--- config.mk ---
export PLATFORM = sky130hd
export DESIGN_NAME = lch_pair_bank
export DESIGN_NICKNAME = d
export VERILOG_FILES = /design/src/hdl/lch_pkg.sv /design/src/hdl/lch_pair_bank.sv
export SDC_FILE = /design/constraint.sdc
export NUM_CORES = 2
export LEC_CHECK = 0
export BUFFER_PORTS_ARGS = -buffer_cell sky130_fd_sc_hd__buf_2
export CORE_AREA = 2 2 439 441
export CTS_BUF_LIST = sky130_fd_sc_hd__clkbuf_16
export DETAILED_ROUTE_END_ITERATION = 8
export DIE_AREA = 0 0 441 443
export PLACE_DENSITY = 0.75
export SLEW_MARGIN = 20
export SYNTH_ARGS = -nofsm -noshare
export SYNTH_HDL_FRONTEND = slang
export SYNTH_SLANG_ARGS = --single-unit
--- constraint.sdc ---
create_clock -name clk -period 29.7 [get_ports clk]
set_input_delay 2.97 -clock clk [delete_from_list [all_inputs] [get_ports clk]]
set_output_delay 2.97 -clock clk [all_outputs]
set_load 0.03 [all_outputs]
--- src/hdl/lch_pkg.sv ---
`default_nettype none

package lch_pkg;

  localparam int LEVELS     = 8;
  localparam int LVL_W      = $clog2(LEVELS);
  localparam int CNT_W      = 32;
  localparam int MAX_WIDTH  = 4096;
  localparam int MAX_HEIGHT = 4096;
  localparam int COL_W      = $clog2(MAX_WIDTH);
  localparam int ROW_W      = $clog2(MAX_HEIGHT);
  localparam int DIM_W      = 13;
  localparam int NEIGHBORS  = 8;
  localparam int NB_W       = $clog2(NEIGHBORS + 1);
  localparam int KIND_W     = 2;
  localparam int CFG_IDX_W  = 2;

  localparam logic [DIM_W-1:0] MIN_DIM        = DIM_W'(3);
  localparam logic [DIM_W-1:0] WIDTH_LIMIT    = DIM_W'(MAX_WIDTH);
  localparam logic [DIM_W-1:0] HEIGHT_LIMIT   = DIM_W'(MAX_HEIGHT);
  localparam logic [DIM_W-1:0] RESET_WIDTH    = DIM_W'(640);
  localparam logic [DIM_W-1:0] RESET_HEIGHT   = DIM_W'(480);

  typedef logic [KIND_W-1:0] kind_t;
  typedef logic [LVL_W-1:0]  level_t;
  typedef logic [CNT_W-1:0]  count_t;
  typedef logic [LEVELS-1:0][CNT_W-1:0] row_t;
  typedef logic [LEVELS-1:0][NB_W-1:0]  inc_t;

  localparam kind_t KIND_PIXEL = 2'd0;
  localparam kind_t KIND_PAIR  = 2'd1;
  localparam kind_t KIND_HIST  = 2'd2;
  localparam kind_t KIND_CLEAR = 2'd3;

  localparam logic [CFG_IDX_W-1:0] CFG_WIDTH  = 2'd0;
  localparam logic [CFG_IDX_W-1:0] CFG_HEIGHT = 2'd1;

  typedef struct packed {
    logic wr;
    logic clr;
  } bank_ctl_t;

  function automatic logic [DIM_W-1:0] clamp_dim(input logic [DIM_W-1:0] v,
                                                 input logic [DIM_W-1:0] hi);
    logic [DIM_W-1:0] r;
    r = v;
    if (v < MIN_DIM) r = MIN_DIM;
    if (v > hi) r = hi;
    return r;
  endfunction

endpackage

`default_nettype wire

--- src/hdl/lch_pair_bank.sv ---
`default_nettype none

module lch_pair_bank (
  input  wire logic               clk,
  input  wire logic               rst,
  input  wire logic               en,
  input  wire lch_pkg::level_t    rd_row,
  input  wire lch_pkg::bank_ctl_t ctl,
  input  wire lch_pkg::inc_t      inc,
  output lch_pkg::row_t           row_data
);

  lch_pkg::row_t   mem [lch_pkg::LEVELS];
  lch_pkg::row_t   rd_q;
  lch_pkg::level_t rd_row_q;
  lch_pkg::row_t   fwd_data;
  lch_pkg::level_t fwd_row;
  logic            fwd;
  logic [lch_pkg::LEVELS-1:0] vld;
  lch_pkg::row_t   upd;

  // row being read was written at the same edge: take the written copy
  always_comb begin
    if (!vld[rd_row_q]) begin
      row_data = '0;
    end else if (fwd && (fwd_row == rd_row_q)) begin
      row_data = fwd_data;
    end else begin
      row_data = rd_q;
    end
  end

  always_comb begin
    logic [lch_pkg::CNT_W:0] sum;
    upd = '0;
    for (int l = 0; l < lch_pkg::LEVELS; l++) begin
      sum = {1'b0, row_data[l]} + (lch_pkg::CNT_W + 1)'(inc[l]);
      upd[l] = sum[lch_pkg::CNT_W] ? {lch_pkg::CNT_W{1'b1}} : sum[lch_pkg::CNT_W-1:0];
    end
  end

  always_ff @(posedge clk) begin
    if (en) begin
      rd_q <= mem[rd_row];
      if (ctl.wr) begin
        mem[rd_row_q] <= upd;
      end
    end
  end

  always_ff @(posedge clk) begin
    if (en) begin
      rd_row_q <= rd_row;
      if (ctl.wr) begin
        fwd_data <= upd;
        fwd_row  <= rd_row_q;
      end
    end
  end

  always_ff @(posedge clk) begin
    if (rst) begin
      vld <= '0;
      fwd <= 1'b0;
    end else if (en) begin
      fwd <= ctl.wr;
      if (ctl.clr) begin
        vld <= '0;
      end else if (ctl.wr) begin
        vld[rd_row_q] <= 1'b1;
      end
    end
  end

endmodule

`default_nettype wire

==> qor.csv <==
stage,metric,value,unit
setup_path,cpMostUsedCell,buf_4,
grt,antenna_found_initial,4,
detailed_routing,drtPass1Iterations,8,
cts,clock_tree.root_cell,clkbuf_16,
sta,period_needed,8490,ps
cells_and_area,nFillCells,12900,
flow_run,maxCapViolCount,0,
placement,gp_congestion,0.870,
detailed_routing,antenna_left,0,
synth,async_reset_ff_frac,0,
setup_path,arrival,5520,ps
cts,worstSkewPairLatency,940,ps
sta,fin_crit_sh,0.286,
synth,avgSynthCellArea,18.1,um2
sta,rsz0062_at_grt,false,
cts,h-tree-depth,5,
cells_and_area,fin_nets,6317,
detailed_routing,routed-via-count,56800,
hold_path,hold_class,reg2reg,
status,status,"complete, no violations",
die,die_w,441,um
detailed_routing,drc,0,
setup_path,slowest_stage,o221a_4,
sta,finalClockSkew,84.1,ps
grt,grt_pass1_vias,57400,
synth,synth_xor_area_frac,0.0158,
synth,synthAdderAreaFrac,0.00527,
cts,cts_buffer_depth,4,
setup_path,slowest_delay,920,ps
power,peakVddDrop,0.0000666,V
die,die_h,443,um
setup_path,crit_chain,"mux2_2, a22oi_1, o221a_4, buf_4, buf_4, a21oi_1, buf_2",
cts,clock-sinks,2575,
cts,cts_tree,yes,
setup_path,cp-end-kind,output port,
placement,port_buffers,295,
sta,max_clock_freq,118,MHz
detailed_routing,wl_per_cell,27.4,um
power,power,7.72,mW
cts,cts_buffers,276,
sta,hold_viol,0,
synth,yosys_warnings,0,
synth,synth-edff-count,2566,
synth,syn_inst,5864,
setup_path,critPathMaxFanout,71,
synth,synth_compound_area_frac,0.0235,
sta,tns,0,ps
detailed_routing,viasPerCell,6.34,
synth,ys.flop_type,edfxtp_1,
setup_path,path_class,reg2out,
synth,ys_seq_area_frac,0.726,
synth,synth_cell_types,91,
placement,hpwlAfterDp,137,mm
synth,synthSimpleGateAreaFrac,0.0624,
die,start_util,0.556,
cells_and_area,syn2layout_area_growth,11.8,%
sta,setup_viol,0,
sta,fin_ws,21210,ps
sta,slew_viol_final,0,
setup_path,cp-startpoint,rd_row_q[0],
grt,grt_overflow,0,
die,design.core.area,191000,um2
power,power_density,64.9,nW/um2
placement,dp_slack,22020,ps
cts,ctsHoldBuffers,0,
synth,synth_top_family_by_area,multiplexers,
cells_and_area,finish.utilization,0.622,
detailed_routing,first_iter_violations,6617,
cts,cts_resized,0,
grt,grt_use_total,0.251,
grt,grt_max_degree,140,
die,die_area,195000,um2
hold_path,hold_start,vld[4],
die,ioPinCount,296,
setup_path,start_kind,flip-flop,
sta,maxSlewHeadroom,0.255,
cells_and_area,drive_gt1_frac,0.253,
cts,cts_setup_buffers,0,
setup_path,required,26730,ps
sta,worstMarginPinSlew,1100,ps
detailed_routing,wirelength,245,mm
cts,clk_pin_slew,60,ps
synth,syn_area,106000,um2
setup_path,reg2reg_from,rd_row_q[0],
synth,syn_nets,5944,
grt,grt_pass1_wl,365,mm
synth,ys_ff_latch,2575,
power,p_leak,40.8,nW
die,rows,161,
placement,placed_cell_area,110000,um2
cells_and_area,final_area,119000,um2
synth,synthMuxAreaShare,0.152,
==> synth_stat cells, types with 31 or more instances <==
library cell | count | share of area
and3_1 | 56 | 0.0033
clkbuf_1 | 96 | 0.0034
a21oi_1 | 235 | 0.011
nor3_1 | 58 | 0.0027
edfxtp_1 | 2566 | 0.72
buf_2 | 84 | 0.0040
mux2i_1 | 127 | 0.012
mux4_2 | 512 | 0.11
buf_1 | 71 | 0.0025
o21ai_0 | 72 | 0.0034
buf_6 | 31 | 0.0033
ha_1 | 32 | 0.0038
mux2_2 | 293 | 0.031
xor2_1 | 101 | 0.0083
nand4_1 | 101 | 0.0059
nand3_1 | 196 | 0.0092
nand2_1 | 684 | 0.024
nor2_1 | 152 | 0.0054
xnor2_1 | 87 | 0.0072
==> worst max-delay path: cells and delay by family (launching register included) <==
kind	cells	cell delay (ps)
flip-flops	1	690
AO/OA/AOI/OAI	3	1560
multiplexers	1	400
buffers and inverters	3	1870
==> cell families after synthesis <==
kind of cell,count (synthesis)
XOR/XNOR,190
multiplexers,938
AO/OA/AOI/OAI,415
adder cells (fa/ha/maj),40
AND/OR/NAND/NOR,1399
flip-flops,2575
buffers and inverters,307
==> worst paths after layout <==
kind	slack [ps]	depth (start not counted)	end
hold reg to reg	470	2	vld[4]
hold / removal	470	2	vld[4]
setup reg to reg	21910	15	mem[1][105]
setup / recovery	21210	7	row_data[104]
==> cell type report <==
| cell class | count | area, um2 | share of cell area |
|---|---|---|---|
| Tap cell | 2526 | 3160 | 0.0266 |
| Sequential cell | 2575 | 77200 | 0.650 |
| Multi-Input combinational cell | 2982 | 27700 | 0.233 |
| Clock inverter | 178 | 1360 | 0.0114 |
| Antenna cell | 2 | 5.00 | 0.0000421 |
| Clock buffer | 282 | 7060 | 0.0594 |
| Inverter | 13 | 56.3 | 0.000474 |
| Timing Repair Buffer | 389 | 2330 | 0.0196 |
==> placed cells by master, fill, tap and decap left out, drive strengths merged, types with 20 or more instances in the layout <==
| cell | n |
|---|---|
| edfxtp | 2566 |
| nand2 | 684 |
| mux4 | 512 |
| buf | 389 |
| mux2 | 295 |
| clkbuf | 282 |
| a21oi | 238 |
| nand3 | 199 |
| nor2 | 153 |
| mux2i | 131 |
| nand4 | 104 |
| xor2 | 101 |
| xnor2 | 89 |
| clkinv | 88 |
| o21ai | 77 |
| inv | 67 |
| nor3 | 60 |
| and3 | 56 |
| nor4 | 38 |
| ha | 32 |
| a21o | 24 |
| nand2b | 23 |
| or3 | 21 |
| bufinv | 20 |
==> metrics by stage <==
step	hold WS [ps]	std cells
6_report	469	8947
5_1_grt	518	8947
4_1_cts	472	8945
3_5_place_dp	456	8485
3_3_place_gp	450	8485
2_1_floorplan	421	5864
==> state kept, by name, indices dropped and copies added, names as in the netlist <==
signal	count
rd_row_q	3
rd_q	256
vld	8
fwd_data	256
fwd	1
fwd_row	3
mem	2048
==> per-layer routing <==
metal	vias to the layer above	GRT usage	part of all wire	routed length, um
met5	-	0	0	0
met4	0	0.104	0.041	10100
met3	506	0.0446	0.078	19200
met2	2700	0.413	0.50	122000
met1	29300	0.332	0.38	93900
li1	24200	-	-	-
==> where the power goes <==
group / leakage, nW / switching, mW / total [mW] / internal, mW
logic: 12.2 / 0.230 / 0.371 / 0.141
clock network: 4.28 / 1.34 / 3.23 / 1.89
registers: 24.2 / 0.0446 / 4.12 / 4.07
total: 40.8 / 1.62 / 7.72 / 6.10
Power figures use the tool's default switching activity.
